[src/rtl/bmhq_ram.sv]
module bmhq_ram #(
   parameter int DEPTH  = 2,
   parameter int ADDR_W = (DEPTH > 1) ? $clog2(DEPTH) : 1,
   parameter int DATA_W = 64
) (
   input  logic              clock,
   input  logic              wr_en,
   input  logic [ADDR_W-1:0] wr_addr,
   input  logic [DATA_W-1:0] wr_data,
   input  logic [ADDR_W-1:0] rd_addr_a,
   input  logic [ADDR_W-1:0] rd_addr_b,
   output logic [DATA_W-1:0] rd_data_a,
   output logic [DATA_W-1:0] rd_data_b
);

   logic [DATA_W-1:0] mem [DEPTH];

   // One write port and two registered read ports.
   always_ff @(posedge clock) begin
      if (wr_en) begin
         mem[wr_addr] <= wr_data;
      end
      rd_data_a <= mem[rd_addr_a];
      rd_data_b <= mem[rd_addr_b];
   end

endmodule

[config.mk]
export PLATFORM = sky130hd
export DESIGN_NAME = bmhq_ram
export DESIGN_NICKNAME = d
export VERILOG_FILES = /design/src/rtl/bmhq_ram.sv
export SDC_FILE = /design/constraint.sdc
export NUM_CORES = 1
export LEC_CHECK = 0
export BUFFER_PORTS_ARGS = -buffer_cell sky130_fd_sc_hd__buf_2
export CAP_MARGIN = 20
export CORE_ASPECT_RATIO = 1.5
export CORE_MARGIN = 3
export CORE_UTILIZATION = 38
export DETAILED_ROUTE_END_ITERATION = 10
export SYNTH_ARGS = -nofsm -noshare
export SYNTH_HDL_FRONTEND = slang
export SYNTH_SLANG_ARGS = --single-unit
[constraint.sdc]
create_clock -name clock -period 4.6 [get_ports clock]
set_input_delay 0.46 -clock clock [delete_from_list [all_inputs] [get_ports clock]]
set_output_delay 0.46 -clock clock [all_outputs]
set_load 0.1 [all_outputs]
# After elaboration in Yosys (flattened, before gate mapping)
# Memories as Yosys holds them, arrays and structs flattened. A register that Yosys moved wholly into a read port is not among the register bits.
# Index checks and enable logic that the tools add are counted.
[op_classes]
div = 0
n_lt_le_gt_ge = 0
n_eq_ne = 0
addsub = 0
shifts = 0
n_reduce_logical = 0
n_mul = 0
bitwise = 0
mux = 2
[op_table]
columns = ["operator", "count"]
rows = [
  ["1-bit 2-to-1 mux", 2],
]
[totals]
mem_bits_rw = 128
out_inout_bits = 128
word_cells = 3
mem_count = 1
latch_bits = 0
inputBits = 69
ff_bits = 0
rom_bits = 0
[mem_list]
columns = ["memory", "words", "width", "read_ports", "rd_clocked_by_memory_dff", "wr", "line", "rtl"]
rows = [
  ["mem", 2, 64, 2, 2, 1, "16", "logic [DATA_W-1:0] mem [DEPTH];"],
]

# Logic depth before layout (Yosys ltp)
# Gate-level depths: netlist (run 1).
[depth]
depth_word = 2
ltp_mapped = 3
mapped_depth_nobuf = 1

# Worst setup path after synthesis (run 1)
# No wires, ideal clock.
[synth_path]
kind = "input to register"
from = "input wr_addr"
to = "memory mem[0][0], enable pin"
required_ps = 4105
slack_ps = 783
setup_time_ps = 495
path_buffers = 0
arrival_time_ps = 3322
stages = 1
path_cell_list = "nor2b_1"
[synth_rtl]
columns = ["element", "line", "rtl"]
rows = [
  ["start: declaration", "8", "input logic [ADDR_W-1:0] wr_addr,"],
  ["end: declaration", "16", ""],
]
# No word-level cell before the write port.

# Worst setup path in the final report (run 1)
[layout_path]
from = "register rd_data_a[47], read port of mem"
to = "output rd_data_a[47]"
[layout_rtl]
columns = ["element", "line", "rtl"]
rows = [
  ["start: declaration", "12", "output logic [DATA_W-1:0] rd_data_a,"],
]
# No word-level cell between the ends.

==> flow_metrics.py, run 1 <==
metrics = {
    "finish": {
        "drive_gt1_share_pct": 57.78,
        "final_area_mm2": 0.01047,
        "stdcell_count": 903,
        "seqCellArea_mm2": 0.006406,
        "fin_nets": 681,
        "multiInputGateArea_mm2": 0.001914,
        "n_fill_cell": 1887,
        "syn_to_final_growth_pct": 22.08,
        "final_util_pct": 47.65,
    },
    "clock_tree": {
        "cts_root_buf": "clkbuf_16",
        "cts_made_buffers": 24,
        "ctsHoldBuffers": 0,
        "cts_resized": 0,
        "cts.sinks": 256,
        "cts_tree": "built",
        "htreeDepth": 1,
        "cts_buffer_depth": 3,
        "postCtsSetupRepairBufs": 0,
        "clkTransAtPathRegs_ns": 0.06,
        "clkLatencyLatePin_ns": 0.50,
    },
    "setup_path": {
        "cp-end-kind": "output pin",
        "slowest_stage": "buf_2",
        "arrival_ns": 1.30,
        "path_delay_family": "buffers and inverters",
        "crit_type": "flop to output pin",
        "critPathBufInv": 1,
        "critPathMaxFanout": 1,
        "cp-start-kind": "flop",
        "required_ns": 4.14,
        "crit_path_max_incr_delay_ns": 0.44,
        "crit_chain": "buf_2",
    },
    "pwr": {
        "totalPowerFinal_mw": 5.718,
        "ir_drop_mv": 0.3120,
        "p_leak_nw": 4.490,
        "power_density_mw_per_mm2": 546.3,
    },
    "route": {
        "ant_nets": 0,
        "drc": 0,
        "drt_first_pass_iters": 4,
        "drt_first_iter_violations": 202,
        "post_drt_wl_per_cell_um": 17.49,
        "num_vias": 4035,
        "avgViaCountPerCell": 4.468,
        "drt-total-wl_um": 15790,
    },
    "global_routing": {
        "grt_overflow": 0,
        "grt_first_pass_wirelength_um": 24180,
        "antenna_found_initial": 3,
        "grt_usage_pct": 12.72,
        "grt_max_degree": 65,
        "grt_pass1_vias": 4504,
    },
    "timing": {
        "final-setup-viol-count": 0,
        "setup_tns_ns": 0,
        "period_share_pct": 38.27,
        "worst_pin_slew_ns": 0.9542,
        "finalCriticalPeriod_ns": 1.760,
        "fin_ws_ns": 2.840,
        "slew_viol_final": 0,
        "clock_skew_ns": 0.004423,
        "slew_headroom_pct": 36.38,
        "grt_setup_unrepaired": "false",
        "max_freq_ghz": 0.5681,
        "hold_violations": 0,
        "whs_ns": 0.1516,
    },
    "floorplan": {
        "start_util_pct": 39.03,
        "io_pins": 197,
        "fp-row-count": 66,
        "dieHeight_um": 190.0,
        "coreArea_mm2": 0.02197,
        "chipWidth_um": 128.6,
        "die_area_mm2": 0.02444,
    },
    "place": {
        "dpl.cell_count": 858,
        "dpl-instance-area_mm2": 0.009677,
        "gp_congestion": 0.7272,
        "portBuffers": 196,
        "dp_hpwl_um": 10500,
        "dp_slack_ns": 2.415,
    },
    "synthesis": {
        "syn_nets": 469,
        "synth_area_leader_cell": "edfxtp_1",
        "synth_ff_type": "edfxtp_1",
        "synth-seq-area-share_pct": 74.72,
        "yosysTopAreaCellShare_pct": 44.83,
        "synth.avg_cell_area_um2": 21.43,
        "synth_area_mm2": 0.008573,
        "yosysWarningCount": 0,
        "synthArstFlopShare_pct": 0,
        "ys_top_cells_by_count": "dfxtp_1, edfxtp_1, mux2_4",
        "synth-edff-count": 128,
        "syn_inst": 400,
        "ys_types": 8,
        "netlist_top_cells_area": "edfxtp_1, dfxtp_1, mux2_4, buf_12, mux2_2",
        "ys_ff_latch": 256,
    },
    "status": {
        "status": "complete, no violations",
    },
    "worst_hold_path": {
        "hp-class": "primary input to flop",
    },
    "run": {
        "cap_violations": 0,
    },
}
==> power breakdown <==
part	internal [mW]	switching (mW)	total (mW)
combinational	0.238	0.903	1.14
clock	1.14	0.782	1.92
sequential	2.59	0.0709	2.66
==> placed cells by master, fill, tap and decap left out <==
| cell type | n |
|---|---|
| and2_4 | 1 |
| buf_2 | 194 |
| buf_4 | 6 |
| bufinv_16 | 1 |
| clkbuf_1 | 6 |
| clkbuf_16 | 27 |
| clkbuf_8 | 1 |
| clkinv_1 | 4 |
| clkinv_2 | 3 |
| clkinv_4 | 1 |
| dfxtp_1 | 128 |
| diode_2 | 1 |
| edfxtp_1 | 128 |
| inv_4 | 1 |
| mux2_2 | 8 |
| mux2_4 | 120 |
| nor2b_4 | 1 |
==> layer usage <==
metal	track usage, %	part of all wire [%]	vias up	wire length, um
met5	0	0.23	-	37
met3	3.287	6.4	38	1004
met1	12.70	34	1967	5425
met4	5.133	3.3	4	526
met2	24.40	56	131	8795
li1	-	-	1895	-
==> registers in the layout, indices dropped and copies added, names as in the netlist <==
register,cells
mem,128
rd_data_a,64
rd_data_b,64
==> area by class of cell <==
cell class              count  area share, %
repair buffers            200          9.707
diodes                      1        0.02391
flip-flops and latches    256          61.21
multi-input cells         130          18.29
well taps                 272          3.252
clock buffers              34          6.802
clock inverters            10         0.7173
==> worst paths after layout <==
path                        end  slack [ns]           from  depth (start not counted)
hold reg to reg   rd_data_b[31]        0.50     mem[0][31]                          1
setup reg to reg   rd_data_a[8]        3.80      mem[0][8]                          1
setup / recovery  rd_data_a[47]        2.84  rd_data_a[47]                          1
hold / removal        mem[0][2]        0.15     wr_data[2]                          1
==> logic make-up (layout without fill, tap and decap cells) <==
family	count (synthesis)	in the layout	share of synthesized area, %
DFF	256	256	74.72
muxes	128	128	22.07
buffers and inverters	14	244	3.065
and+or+nand+nor	2	2	0.1460
other	0	1	0
No activity file was read; power rests on OpenSTA's default activity.
==> run 2, diff against run 1 <==
- ABC_AREA: unset -> 1
- clock period: 4.6 -> 1.5 ns (I/O delays scaled with it)
==> run 2 against run 1 <==
Effect of this change:
- synthesized cell count grew 68%
- routed wire length grew 12%
- first-iteration DRC count shrank 5.0%
- critical path depth is the same
- setup slack lost 2.8 ns
- clock skew grew 0.012 ns
- critical endpoint is now rd_data_a[60]
- largest power group unchanged
==> flow_metrics.py, run 2 <==
metrics = {
    "route": {
        "drt-total-wl_um": 17680,
        "ant_nets": 0,
        "drc": 0,
        "drt_first_iter_violations": 192,
        "num_vias": 5283,
        "post_drt_wl_per_cell_um": 14.44,
        "drt_first_pass_iters": 4,
        "avgViaCountPerCell": 4.316,
    },
    "place": {
        "dpl-instance-area_mm2": 0.009397,
        "gp_congestion": 0.7363,
        "dp_slack_ns": 0.3525,
        "portBuffers": 196,
        "dpl.cell_count": 1116,
        "dp_hpwl_um": 11200,
    },
    "pwr": {
        "totalPowerFinal_mw": 17.67,
        "ir_drop_mv": 1.024,
        "power_density_mw_per_mm2": 1626,
        "p_leak_nw": 4.991,
    },
    "synthesis": {
        "synthArstFlopShare_pct": 0,
        "ys_top_cells_by_count": "nand2_1, dfxtp_1, edfxtp_1",
        "syn_nets": 741,
        "synth.avg_cell_area_um2": 12.06,
        "yosysTopAreaCellShare_pct": 47.42,
        "synth.most_common_cell": "nand2_1",
        "synth_area_mm2": 0.008105,
        "ys_ff_latch": 256,
        "synth-seq-area-share_pct": 79.04,
        "netlist_top_cells_area": "edfxtp_1, dfxtp_1, nand2_1, clkbuf_8, buf_2",
        "yosysWarningCount": 0,
        "synth_area_leader_cell": "edfxtp_1",
        "ys_types": 10,
        "synth_ff_type": "edfxtp_1",
        "synth-edff-count": 128,
        "syn_inst": 672,
    },
    "setup_path": {
        "critPathBufInv": 1,
        "cp-start-kind": "flop",
        "crit_type": "flop to output pin",
        "critPathMaxFanout": 1,
        "crit_path_max_incr_delay_ns": 0.44,
        "required_ns": 1.35,
        "r2r_slack_ns": 0.82,
        "r2r_start": "mem[1][23]",
        "cp-end-kind": "output pin",
        "crit_chain": "buf_2",
        "arrival_ns": 1.31,
        "slowest_stage": "buf_2",
        "rr_endpoint": "rd_data_a[23]",
        "path_delay_family": "buffers and inverters",
        "r2r_cells": 2,
    },
    "timing": {
        "final-setup-viol-count": 0,
        "finalCriticalPeriod_ns": 1.464,
        "max_freq_ghz": 0.6832,
        "fin_ws_ns": 0.03627,
        "hold_violations": 0,
        "period_share_pct": 97.58,
        "clock_skew_ns": 0.01600,
        "slew_viol_final": 0,
        "worst_pin_slew_ns": 0.5268,
        "slew_headroom_pct": 65.12,
        "grt_setup_unrepaired": "false",
    },
    "clock_tree": {
        "cts_made_buffers": 24,
        "cts_tree": "built",
        "cts_root_buf": "clkbuf_16",
        "htreeDepth": 1,
        "clkTransAtPathRegs_ns": 0.07,
        "cts.sinks": 256,
        "clkLatencyLatePin_ns": 0.51,
        "cts_buffer_depth": 3,
        "postCtsSetupRepairBufs": 0,
    },
    "global_routing": {
        "antenna_found_initial": 0,
        "grt_usage_pct": 14.95,
        "grt_max_degree": 65,
        "grt_pass1_vias": 5360,
        "grt_first_pass_wirelength_um": 27570,
        "grt_overflow": 0,
    },
    "finish": {
        "n_fill_cell": 1789,
        "drive_gt1_share_pct": 26.35,
        "num_antenna_cells": 0,
        "fin_nets": 1011,
        "final_common_cell": "nand2_1",
        "final_area_mm2": 0.01087,
        "top_regs": "mem x128, rd_data_a x64, rd_data_b x64",
        "stdcell_count": 1224,
        "regMostFlops": "mem",
        "multiInputGateArea_mm2": 0.001473,
        "layout_common_cells": "nand2_1, buf_2, edfxtp_1, dfxtp_1, dlygate4sd3_1",
        "syn_to_final_growth_pct": 34.07,
        "largest_reg_flops": 128,
        "seqCellArea_mm2": 0.006406,
    },
    "status": {
        "status": "complete, no violations",
    },
    "worst_hold_path": {
        "hold_depth": 4,
        "hold_end": "rd_data_b[44]",
        "hold_path.startpoint": "rd_addr_b",
        "hp-class": "primary input to flop",
    },
    "floorplan": {
        "chipWidth_um": 125.2,
        "coreArea_mm2": 0.02066,
        "dieHeight_um": 184.9,
        "die_area_mm2": 0.02315,
        "fp-row-count": 64,
        "io_pins": 197,
        "start_util_pct": 39.23,
    },
    "run": {
        "cap_violations": 0,
    },
}
-- run 2: cell count changes after synthesis, moves of 8 or more --
| cell | delta |
|---|---|
| buf_12 | -12 |
| mux2_2 | -8 |
| clkbuf_8 | +10 |
| mux2_4 | -120 |
| buf_2 | +12 |
| nand2_1 | +385 |
-- run 2: logic make-up after synthesis --
| family | share of synthesized area [%] |
|---|---|
| and+or+nand+nor | 17.88 |
| DFF | 79.04 |
| buffers and inverters | 3.087 |
-- run 2: cell type report --
class                   instances  share of cell area (%)
flip-flops and latches        256                   58.95
repair buffers                270                   16.56
inverters                       4                  0.2879
clock inverters                15                   1.428
multi-input cells             386                   13.55
well taps                     264                   3.040
clock buffers                  29                   6.183
-- run 2: worst reg2reg max path: stages, from the launching register on --
cell      delay [ns]
edfxtp_1        0.40
nand2_1         0.11
nand2_1         0.07
-- run 2: timing repair --
item,CTS,global route
setup endpoints to repair,0,1
hold buffers,64,0
resized for setup,0,1
hold endpoints to repair,128,0
-- run 2: how the worst max path moves through the flow --
stage	from	endpoint	slack (ns)	depth (start not counted)
floorplan	wr_en	mem[0][0]	-0.03	2
global route	rd_data_b[60]	rd_data_b[60]	0.02	1
global placement	wr_en	mem[0][28]	0.36	4
finish	rd_data_a[60]	rd_data_a[60]	0.04	1
CTS	rd_data_b[60]	rd_data_b[60]	0.02	1
detailed placement	wr_en	mem[0][27]	0.35	4
-- run 2: per-layer routing --
metal / vias to the layer above / track usage (%) / wire length [um] / share of wire, %
li1: 2676 / - / - / -
met1: 2407 / 16.45 / 6437 / 36
met5: - / 0 / 0 / 0
met3: 38 / 2.424 / 961 / 5.4
met2: 162 / 28.46 / 9642 / 55
met4: 0 / 6.250 / 637 / 3.6
-- run 2: per-stage QoR --
stage / TNS [ns] / hold WS [ns] / utilization (%)
after floorplan: -1.785 / 0.2489 / -
after global placement: 0 / 0.3389 / 45.48
after detailed placement: 0 / 0.3415 / 45.48
after CTS: 0 / 0.1134 / 52.59
after global routing: 0 / 0.1444 / 52.60
final: 0 / 0.1287 / 52.60
-- run 2: where the power goes --
part           switching, mW  total [mW]  internal (mW)
sequential             0.206        8.13           7.92
clock                   2.45        6.17           3.71
combinational           2.82        3.38          0.556
total                   5.48        17.7           12.2
