### config.mk
export PLATFORM = sky130hd
export DESIGN_NAME = bmhq_cell
export DESIGN_NICKNAME = d
export VERILOG_FILES = /design/src/rtl/bmhq_pkg.sv /design/src/rtl/bmhq_cell.sv
export SDC_FILE = /design/constraint.sdc
export NUM_CORES = 1
export LEC_CHECK = 0
export BUFFER_PORTS_ARGS = -buffer_cell sky130_fd_sc_hd__buf_2
export CORE_AREA = 3 3 171 173
export DETAILED_ROUTE_END_ITERATION = 6
export DIE_AREA = 0 0 174 176
export MAX_ROUTING_LAYER = met4
export SYNTH_ARGS = -nofsm -noshare
export SYNTH_HDL_FRONTEND = slang
export SYNTH_SLANG_ARGS = --single-unit
### constraint.sdc
create_clock -name clock -period 8.2 [get_ports clock]
set_input_delay 0 -clock clock [delete_from_list [all_inputs] [get_ports clock]]
set_output_delay 0 -clock clock [all_outputs]
set_load 0.01 [all_outputs]
### src/rtl/bmhq_pkg.sv
package bmhq_pkg;

   // Store geometry: the heap is cut into levels, level k holding slots 2^k-1 .. 2^(k+1)-2.
   localparam int HEAP_DEPTH = 256;
   localparam int CNT_W      = $clog2(HEAP_DEPTH + 1);
   localparam int LEVELS     = CNT_W;
   localparam int LVL_W      = (LEVELS > 1) ? $clog2(LEVELS) : 1;
   localparam int POS_W      = LEVELS - 1;
   localparam int GIDX_W     = LEVELS + 1;

   // Request and status codes.
   localparam logic REQ_INSERT = 1'b0;
   localparam logic REQ_REMOVE = 1'b1;

   typedef enum logic [1:0] {
      ST_OK    = 2'd0,
      ST_FULL  = 2'd1,
      ST_EMPTY = 2'd2
   } status_type;

   typedef enum logic {
      DIR_UP,
      DIR_DOWN
   } dir_type;

   typedef enum logic [1:0] {
      CELL_IDLE,
      CELL_READ,
      CELL_DECIDE
   } cell_state_type;

   typedef enum logic [1:0] {
      TOP_IDLE,
      TOP_LAST,
      TOP_RUN,
      TOP_DONE
   } top_state_type;

   // One stored entry: priority in the upper half, payload in the lower half.
   typedef struct packed {
      logic signed [31:0] pri;
      logic [31:0]        val;
   } entry_type;

   // The moving hole of a sift, handed from cell to cell.
   typedef struct packed {
      logic             valid;
      dir_type          dir;
      logic [POS_W-1:0] pos;
      entry_type        ent;
   } token_type;

   // Read request that a cell places on a neighbouring level.
   typedef struct packed {
      logic             valid;
      logic             to_parent;
      logic [POS_W-1:0] addr_a;
      logic [POS_W-1:0] addr_b;
   } rd_req_type;

   // Write into a cell's own level.
   typedef struct packed {
      logic             en;
      logic [POS_W-1:0] addr;
      entry_type        data;
   } wr_req_type;

   // Number of slots that level k really needs.
   function automatic int lvl_depth(input int k);
      int full_w;
      int rest;
      full_w = 1 << k;
      rest   = HEAP_DEPTH + 1 - full_w;
      return (full_w < rest) ? full_w : rest;
   endfunction

   // Level of a flat slot index: the position of the highest set bit of (index plus one).
   function automatic logic [LVL_W-1:0] idx_level(input logic [CNT_W-1:0] idx);
      logic [CNT_W-1:0] idx1;
      logic [LVL_W-1:0] lvl;
      idx1 = idx + CNT_W'(1);
      lvl  = '0;
      for (int i = 0; i < CNT_W; i++) begin
         if (idx1[i]) begin
            lvl = LVL_W'(i);
         end
      end
      return lvl;
   endfunction

   // Position of a flat slot index inside its level.
   function automatic logic [POS_W-1:0] idx_local(input logic [CNT_W-1:0] idx);
      logic [CNT_W-1:0] idx1;
      logic [CNT_W-1:0] rest;
      idx1 = idx + CNT_W'(1);
      rest = idx1 & ~(CNT_W'(1) << idx_level(idx));
      return rest[POS_W-1:0];
   endfunction

   // Ordering: lower signed priority is served first.
   function automatic logic key_less(input entry_type a, input entry_type b);
      return $signed(a.pri) < $signed(b.pri);
   endfunction

endpackage

### src/rtl/bmhq_cell.sv
module bmhq_cell (
   input  logic                        clock,
   input  logic                        reset,
   input  logic [bmhq_pkg::LVL_W-1:0]  lvl,
   input  logic [bmhq_pkg::CNT_W-1:0]  count,
   input  bmhq_pkg::token_type         tok_arrive,
   input  bmhq_pkg::entry_type         up_rd,
   input  bmhq_pkg::entry_type         dn_rd_a,
   input  bmhq_pkg::entry_type         dn_rd_b,
   output bmhq_pkg::token_type         tok_pass,
   output bmhq_pkg::rd_req_type        rd_req,
   output bmhq_pkg::wr_req_type        wr_req,
   output logic                        finish
);

   bmhq_pkg::cell_state_type state_ff, state_in;
   bmhq_pkg::token_type      tok_ff, tok_in;

   logic [bmhq_pkg::GIDX_W-1:0] base_g;
   logic [bmhq_pkg::GIDX_W-1:0] left_g;
   logic [bmhq_pkg::GIDX_W-1:0] right_g;
   logic [bmhq_pkg::POS_W-1:0]  child_a;
   logic [bmhq_pkg::POS_W-1:0]  child_b;
   logic [bmhq_pkg::POS_W-1:0]  parent_pos;
   logic                        has_left;
   logic                        has_right;
   logic                        pick_right;
   bmhq_pkg::entry_type         pick;
   logic                        promote;
   logic                        is_root;

   // Control state of the cell.
   always_ff @(posedge clock) begin
      if (reset) begin
         state_ff <= bmhq_pkg::CELL_IDLE;
      end else begin
         state_ff <= state_in;
      end
   end

   // The token held while this level is worked on.
   always_ff @(posedge clock) begin
      tok_ff <= tok_in;
   end

   always_comb begin
      tok_in = tok_ff;
      if (state_ff == bmhq_pkg::CELL_IDLE && tok_arrive.valid) begin
         tok_in = tok_arrive;
      end
   end

   // Next state: read the neighbour level, then decide and write.
   always_comb begin
      state_in = state_ff;
      case (state_ff)
         bmhq_pkg::CELL_IDLE: begin
            if (tok_arrive.valid) begin
               state_in = bmhq_pkg::CELL_READ;
            end
         end
         bmhq_pkg::CELL_READ:   state_in = bmhq_pkg::CELL_DECIDE;
         bmhq_pkg::CELL_DECIDE: state_in = bmhq_pkg::CELL_IDLE;
         default:               state_in = bmhq_pkg::CELL_IDLE;
      endcase
   end

   // Slot arithmetic and the comparison for this level.
   always_comb begin
      base_g     = (bmhq_pkg::GIDX_W'(1) << ({1'b0, lvl} + (bmhq_pkg::LVL_W + 1)'(1)))
                   - bmhq_pkg::GIDX_W'(1);
      left_g     = base_g + bmhq_pkg::GIDX_W'({tok_ff.pos, 1'b0});
      right_g    = left_g + bmhq_pkg::GIDX_W'(1);
      child_a    = bmhq_pkg::POS_W'({tok_ff.pos, 1'b0});
      child_b    = child_a | bmhq_pkg::POS_W'(1);
      parent_pos = tok_ff.pos >> 1;
      has_left   = left_g < bmhq_pkg::GIDX_W'(count);
      has_right  = right_g < bmhq_pkg::GIDX_W'(count);
      pick_right = has_right && bmhq_pkg::key_less(dn_rd_b, dn_rd_a);
      pick       = pick_right ? dn_rd_b : dn_rd_a;
      is_root    = (lvl == '0);
      if (tok_ff.dir == bmhq_pkg::DIR_DOWN) begin
         promote = has_left && bmhq_pkg::key_less(pick, tok_ff.ent);
      end else begin
         promote = !is_root && bmhq_pkg::key_less(tok_ff.ent, up_rd);
      end
   end

   // Outputs: read requests, the write into this level and the token hand-off.
   always_comb begin
      rd_req   = '0;
      wr_req   = '0;
      tok_pass = '0;
      finish   = 1'b0;
      case (state_ff)
         bmhq_pkg::CELL_READ: begin
            if (tok_ff.dir == bmhq_pkg::DIR_UP) begin
               rd_req.valid     = !is_root;
               rd_req.to_parent = 1'b1;
               rd_req.addr_a    = parent_pos;
            end else begin
               rd_req.valid     = 1'b1;
               rd_req.to_parent = 1'b0;
               rd_req.addr_a    = child_a;
               rd_req.addr_b    = child_b;
            end
         end
         bmhq_pkg::CELL_DECIDE: begin
            wr_req.en   = 1'b1;
            wr_req.addr = tok_ff.pos;
            if (promote) begin
               tok_pass.valid = 1'b1;
               tok_pass.dir   = tok_ff.dir;
               tok_pass.ent   = tok_ff.ent;
               if (tok_ff.dir == bmhq_pkg::DIR_DOWN) begin
                  wr_req.data  = pick;
                  tok_pass.pos = pick_right ? child_b : child_a;
               end else begin
                  wr_req.data  = up_rd;
                  tok_pass.pos = parent_pos;
               end
            end else begin
               wr_req.data = tok_ff.ent;
               finish      = 1'b1;
            end
         end
         default: begin
         end
      endcase
   end

endmodule

Word-level counts from Yosys, hierarchy flattened --
Cells that the tools add are included.
Cells by class: add/subtract/negate cells 4, $lt $le $gt $ge 5, eq/ne operators 3, shift-type cells 1, muxes and demuxes 16, reductions and logical operators 7
Operators by type and width (count):
- $mux W64 | 3
- $mux W74 | 2
- $lt A32 B32 Y1 | 3
- $mux W73 | 1
- $lt A10 B9 Y1 | 2
- $mux W18 | 1
- $mux W8 | 2
- $add A10 B1 Y10 const B | 1
- $add A10 B9 Y10 | 1
- $mux W10 | 1
- $shl A1 B5 Y10 const A | 1
- $sub A10 B2 Y10 const B | 1
- $add A4 B1 Y5 const B | 1
- $logic_and A1 B1 Y1 | 4
- $logic_not A4 Y1 | 1
- $mux W1 | 4
- $pmux W2 S2 | 1
- $eq A2 B1 Y1 const B | 1
- $eq A2 B2 Y1 const B | 1
- $logic_not A2 Y1 | 1
- $mux W2 | 1
- $ne A2 B2 Y1 const B | 1
- $logic_not A1 Y1 | 1
Storage, ports and cells: register bits after elaboration 75, output and inout bits 166, word-level logic and storage cells 41

Longest topological paths before layout --
Gate-level depths: netlist of the first run.
depth in word-level cells 13, mapped depth 34, gate-level depth less buffers 29

Worst setup path before layout of the first run --
OpenSTA, ideal clock, no wires.
path type register -> output, from reg tok_ff (netlist bit child_a[2]), to out tok_pass[10] (netlist name), data arrival time 6319 ps, path slack 1881 ps, stages on the path, launching flop included 32, path buffers 5, cell sequence edfxtp_1 -> inv_1 -> ha_1 -> inv_1 -> fa_1 -> and3_1 -> o21a_1 -> nor2_1 -> nand3_1 -> xor2_1 -> ha_1 -> a2111oi_0 -> a21oi_1 -> a2111oi_0 -> mux2i_1 -> buf_2 -> clkbuf_1 -> o21ai_0 -> nand2_1 -> ha_1 -> a21o_1 -> a21o_1 -> a221oi_1 -> o21ai_0 -> nor2_1 -> o2111a_1 -> o2111ai_1 -> and4_1 -> buf_2 -> buf_6 -> buf_2 -> nor3b_1
RTL lines:
- from (decl) | RTL line bmhq_cell.sv:17 | bmhq_pkg::token_type tok_ff, tok_in;
- from (signal assigned) | RTL line bmhq_cell.sv:43 | tok_ff <= tok_in;
- to (decl) | RTL line bmhq_cell.sv:10 | output bmhq_pkg::token_type tok_pass,

==> impl_metrics.ini, run 1 <==
[logic_synthesis]
synthesis.nets = 1591
syn_area_um2 = 9380
synth_fa_ha_area_frac = 0.170
synth_top_family_by_area = compound AO/OA/AOI/OAI gates
ys_seq_elements = 75
syn_avg_cell_area_um2 = 7.93
postSynthCellCount = 1183
yosys.area_share.simple = 0.194
synth-compound-area-share = 0.210
synth_xor_area_frac = 0.0131
synthMuxAreaShare = 0.0780
synth-edff-count = 73
seq_area_frac_synth = 0.238
ys_warn_count = 0
ys.flop_type = edfxtp_1
yosysUniqueCellTypes = 54
synthArstFlopShare = 0

[pwr]
switching_share = 0.422
pwr-share-clk = 0.261
p_int_w = 0.00112
seq_power_share = 0.243
power_switching_w = 0.000816
powerDensity_nw_per_um2 = 147
cellLeakagePower_nw = 6.73
p_total_w = 0.00193
combPwrFrac = 0.495
ir_worst_vdd_mv = 0.110

[timing]
final_max_slew_viol_count = 0
hold_ws_ns = 0.334
hold_viol_final = 0
fmax_ghz = 0.132
setup_viol = 0
setup_ws_ns = 0.612
post-route-period-util = 0.925
fin_tns_setup_ns = 0
period_needed_ns = 7.59
tightest_slew_ns = 1.02
rsz0062_at_grt = no
relSlewSlack = 0.322
fin_skew_ns = 0.00959

[worst_setup_path]
cp_top_family = compound AO/OA/AOI/OAI gates
cp.required_ns = 8.20
cp_num_buf_inv = 6
critPathMaxStageDelay_ns = 0.47
crit_slowest_cell = mux2i_4
start_kind = flop
crit_type = reg -> out
arrival_ns = 7.59
cp_max_fo = 26
end_kind = primary output

[place]
place_ws_ns = 0.366
dp_hpwl_um = 33300
port_buffers = 446
place.gp.congestion = 0.956

[routing]
drt_iter0_markers = 807
firstDrtPassIters = 5
num_vias = 11200
detail_route.vias_per_cell = 5.47
routed_wl_um = 43500
drc = 0
post_drt_wl_per_cell_um = 21.1
ant_nets = 0

[clock_network]
cts_buffers = 9
clk_pin_slew_worst_paths_ns = 0.07
clock-sinks = 75
cts_buffer_depth = 2
cts_root_buffer = clkbuf_16
clock_latency_ns = 0.36
htree_levels = 3
cts_tree = yes

[final_layout]
drive_gt1_frac = 0.343
syn2layout_area_growth_pct = 40.3
fin_nets = 2066
final_core_util = 0.474
nFillCells = 2857

[status]
outcome = finished clean

[floorplan]
core_region_area_um2 = 27800
die_h_um = 176
design.die.area_um2 = 30600
start_util = 0.338
die_w_um = 174
ioPinCount = 447
rows = 61

[global_route]
antenna_found_initial = 13
grt_start_max_net_pins = 78
grt_pass1_wl_um = 63900
grt_overflow = 0
grtUsageTotal = 0.275
grt_pass1_vias = 11200

[job]
max-cap-violations = 0

[min_path]
hold_path.class = in -> reg
worst paths after layout:
path / from / endpoint / slack, ns / depth (start not counted)
hold / removal: tok_arrive[65] / child_a[2] / 0.33 / 2
hold reg to reg: state_ff[0] / state_ff[1] / 0.77 / 2
setup / recovery: child_a[2] / wr_req[4] / 0.61 / 31
setup reg to reg: state_ff[1] / tok_ff[44] / 6.52 / 2
area by class of cell:
cell class / instances / area [um^2] / share of cell area
Tap cell: 378 / 473 / 0.0359
Inverter: 134 / 505 / 0.0384
Multi-Input combinational cell: 890 / 6380 / 0.484
Antenna cell: 14 / 35.0 / 0.00266
Sequential cell: 75 / 2230 / 0.170
Timing Repair Buffer: 548 / 3200 / 0.243
Clock inverter: 7 / 123 / 0.00931
Clock buffer: 9 / 225 / 0.0171
synth_stat cells, types with 3 or more instances:
| library cell | instances | share of area |
|---|---|---|
| o211ai_1 | 3 | 0.0024 |
| xor2_1 | 7 | 0.0065 |
| buf_2 | 12 | 0.0064 |
| o21ai_0 | 152 | 0.081 |
| buf_6 | 5 | 0.0060 |
| a211oi_1 | 5 | 0.0040 |
| o2111ai_1 | 3 | 0.0028 |
| nor3b_1 | 35 | 0.028 |
| mux2i_1 | 72 | 0.077 |
| nor2_1 | 37 | 0.015 |
| nor4_1 | 3 | 0.0020 |
| and3_1 | 10 | 0.0067 |
| nand2b_1 | 8 | 0.0053 |
| inv_1 | 134 | 0.054 |
| o21a_1 | 6 | 0.0048 |
| nor2b_1 | 10 | 0.0067 |
| a2111oi_0 | 6 | 0.0056 |
| xnor2_1 | 7 | 0.0065 |
| a21oi_1 | 36 | 0.019 |
| and4_1 | 4 | 0.0037 |
| edfxtp_1 | 73 | 0.23 |
| a21o_1 | 18 | 0.014 |
| a31o_2 | 65 | 0.061 |
| ha_1 | 126 | 0.17 |
| nor3_1 | 47 | 0.025 |
| buf_4 | 5 | 0.0040 |
| nand2_1 | 113 | 0.045 |
| clkbuf_1 | 62 | 0.025 |
| nand4_1 | 12 | 0.0080 |
| nand3_1 | 75 | 0.040 |
placed cells by master (no fill, tap or decap), types with 9 or more instances in the layout:
master	synthesis	layout
nor2b_1	10	10
a21o_1	18	18
ha_1	126	126
o21ai_0	152	152
buf_4	5	27
nand4_1	12	12
nor3b_1	35	34
and3_1	10	10
a31o_2	65	65
dlygate4sd3_1	0	74
inv_1	134	133
nand3_1	75	75
diode_2	0	14
edfxtp_1	73	73
clkbuf_16	0	9
nand2_1	113	113
buf_2	12	446
mux2i_1	72	71
nor2_1	37	36
nor3_1	47	47
a21oi_1	36	36
timing repair:
item,in CTS,in global routing
setup buffers,0,7
gates cloned,0,2
pin swaps,0,1
resized for setup,1,8
hold endpoints to repair,75,0
hold buffers,74,0
setup endpoints to repair,2,139
flip-flops by register name, indices dropped and copies added, names as in the netlist:
| name | flops |
|---|---|
| tok_ff | 65 |
| parent_pos | 1 |
| child_a | 7 |
| state_ff | 2 |
kinds of logic (layout without fill, tap and decap cells):
logic type | Yosys count | count (layout)
simple gates | 363 | 364
other cells | 2 | 16
buf+inv | 220 | 698
xor+xnor | 14 | 14
compound gates | 309 | 309
flops | 75 | 75
fa+ha+maj | 127 | 127
mux | 73 | 74
metrics by stage:
step	area, um^2	std cells
CTS	13000	2032
global placement	11900	1942
detailed placement	11900	1942
floorplan	9380	1183
finish	13200	2055
global route	13200	2054
power groups by stage:
stage / logic, W / clock network [W] / registers (W)
after global placement: 0.000873 / 0 / 0.000477
final: 0.000957 / 0.000505 / 0.000470
after CTS: 0.000910 / 0.000516 / 0.000469
after floorplan: 0.000578 / 0 / 0.000474
after global routing: 0.00105 / 0.000528 / 0.000473
after detailed placement: 0.000876 / 0 / 0.000478
per-layer routing:
metal	global-route usage	routed length, um	part of all wire
met1	0.323	17400	0.40
met2	0.454	20800	0.48
met3	0.0606	3510	0.081
met4	0.120	1750	0.040
met5	-	0	0
Power figures use the tool's default switching activity.
==> run 2, diff against run 1 <==
--- a/config.mk
+++ b/config.mk
@@ -6,9 +6,9 @@
 export NUM_CORES = 1
 export LEC_CHECK = 0
 export BUFFER_PORTS_ARGS = -buffer_cell sky130_fd_sc_hd__buf_2
-export CORE_AREA = 3 3 171 173
+export CORE_AREA = 2 2 175 177
 export DETAILED_ROUTE_END_ITERATION = 6
-export DIE_AREA = 0 0 174 176
+export DIE_AREA = 0 0 177 179
 export MAX_ROUTING_LAYER = met4
 export SYNTH_ARGS = -nofsm -noshare
 export SYNTH_HDL_FRONTEND = slang
==> run 2 against run 1 <==
- the flow now finishes with violations (design-rule violations)
- setup slack got worse by 0.17 ns
- clock power shrank 21%
- utilization fell by 3.8 points
- cell count rose by 0.44%
- sequential power hardly changed
- worst hold slack hardly changed
- critical path depth fell by 3
- global-route usage fell by 1.6 points
- sequential share of layout area up 0.091 points
- largest cell class unchanged
==> impl_metrics.ini, run 2 (synthesized netlist as in run 1, its figures left out) <==
[worst_setup_path]
cp_top_family = compound AO/OA/AOI/OAI gates
crit_type = reg -> out
critPathMaxStageDelay_ns = 0.60
crit_slowest_cell = o21ai_0
start_kind = flop
arrival_ns = 7.76
cp.required_ns = 8.20
end_kind = primary output
cp_num_cells = 28
cp_num_buf_inv = 5
reg2reg_depth = 2
cp_max_fo = 36

[routing]
ant_nets = 0
firstDrtPassIters = 7
detail_route.vias_per_cell = 5.36
drt_iter0_markers = 746
num_vias = 11100
drc = 4
routed_wl_um = 42200
post_drt_wl_per_cell_um = 20.5

[pwr]
switching_share = 0.437
combPwrFrac = 0.521
cellLeakagePower_nw = 6.68
ir_worst_vdd_mv = 0.155
pwr-share-clk = 0.220
powerDensity_nw_per_um2 = 139
power_switching_w = 0.000796
p_int_w = 0.00102
seq_power_share = 0.259

[final_layout]
final_cells = 2064
final_cell_mix = buf_2 (446), o21ai_0 (152), inv_1 (133)
fin_nets = 2064
syn2layout_area_growth_pct = 39.6
top_register = tok_ff
final_common_cell = buf_2
drive_gt1_frac = 0.343
largest_register_ffs = 65

[timing]
setup_viol = 0
hold_viol_final = 0
post-route-period-util = 0.946
fmax_ghz = 0.129
period_needed_ns = 7.76
final_max_slew_viol_count = 0
fin_skew_ns = 0.00904
relSlewSlack = 0.123
tightest_slew_ns = 1.31
hold_ws_ns = 0.333

[job]
max-cap-violations = 0

[floorplan]
core_region_area_um2 = 30000
design.die.area_um2 = 31700
die_w_um = 177
start_util = 0.312
ioPinCount = 447
rows = 64
die_h_um = 179

[place]
dp_cells = 1961
place.gp.congestion = 0.944
port_buffers = 446
dp_hpwl_um = 32600

[status]
outcome = complete, but fails checks
violations = design-rule violations

[clock_network]
cts_buffer_depth = 2
clock-sinks = 75
cts_root_buffer = clkbuf_16
htree_levels = 3
cts_tree = yes
cts_buffers = 9
clock_latency_ns = 0.37
clk_pin_slew_worst_paths_ns = 0.07

[min_path]
hold_path.class = in -> reg
worstHoldPathCells = 2

[global_route]
antenna_found_initial = 10
grtUsageTotal = 0.258
grt_pass1_wl_um = 60300
grt_overflow = 0
grt_start_max_net_pins = 98
grt_pass1_vias = 10900
[run 2: cell type report]
class | instances | area, um^2
Inverter | 134 | 505
Sequential cell | 75 | 2230
Antenna cell | 7 | 17.5
Timing Repair Buffer | 547 | 3210
Tap cell | 396 | 495
Multi-Input combinational cell | 889 | 6350
Clock inverter | 6 | 48.8
Fill cell | 3084 | 16900
Clock buffer | 10 | 229
[run 2: path summary, 6_finish.rpt]
kind	start	to	slack, ns
hold / removal	tok_arrive[69]	child_a[6]	0.33
hold reg to reg	state_ff[0]	state_ff[1]	0.82
setup reg to reg	state_ff[1]	tok_ff[39]	6.65
setup / recovery	child_a[2]	wr_req[11]	0.44
[run 2: power groups by stage]
stage	sequential [W]	combinational (W)	clock (W)
after floorplan	0.000474	0.000578	0
after global placement	0.000478	0.000876	0
after detailed placement	0.000479	0.000882	0
after CTS	0.000470	0.000916	0.000420
after global routing	0.000473	0.00104	0.000429
final	0.000471	0.000948	0.000401
[run 2: repair_timing]
action                     in CTS  in global routing
hold buffers                   74                  0
pin swaps                       0                  1
setup buffers                   0                  5
gates cloned                    0                  1
hold endpoints to repair       75                  0
resized for setup               1                  6
setup endpoints to repair       4                139
[run 2: metal layers]
| layer | wire length (um) | vias to the layer above | track usage |
|---|---|---|---|
| met2 | 20400 | 520 | 0.429 |
| li1 | - | 5229 | - |
| met5 | 0 | - | - |
| met3 | 2740 | 84 | 0.0460 |
| met1 | 17500 | 5221 | 0.309 |
| met4 | 1620 | 0 | 0.106 |
[run 2: per-stage QoR]
| step | instance area, um^2 | util | power, W | worst slack (ns) | TNS, ns |
|---|---|---|---|---|---|
| 4_1_cts | 13000 | 0.432 | 0.00181 | 0.104 | 0 |
| 6_report | 13100 | 0.436 | 0.00182 | 0.439 | 0 |
| 2_1_floorplan | 9380 | - | 0.00105 | 1.88 | 0 |
| 3_3_place_gp | 12000 | 0.398 | 0.00135 | 0.698 | 0 |
| 3_5_place_dp | 12000 | 0.398 | 0.00136 | 0.426 | 0 |
| 5_1_grt | 13100 | 0.436 | 0.00194 | -0.0667 | -0.209 |
[run 2: worst reg2reg max path: stages, from the launching register on]
cell and delay, ns:
dfxtp_1 0.37, nor3b_2 0.21, buf_4 0.57
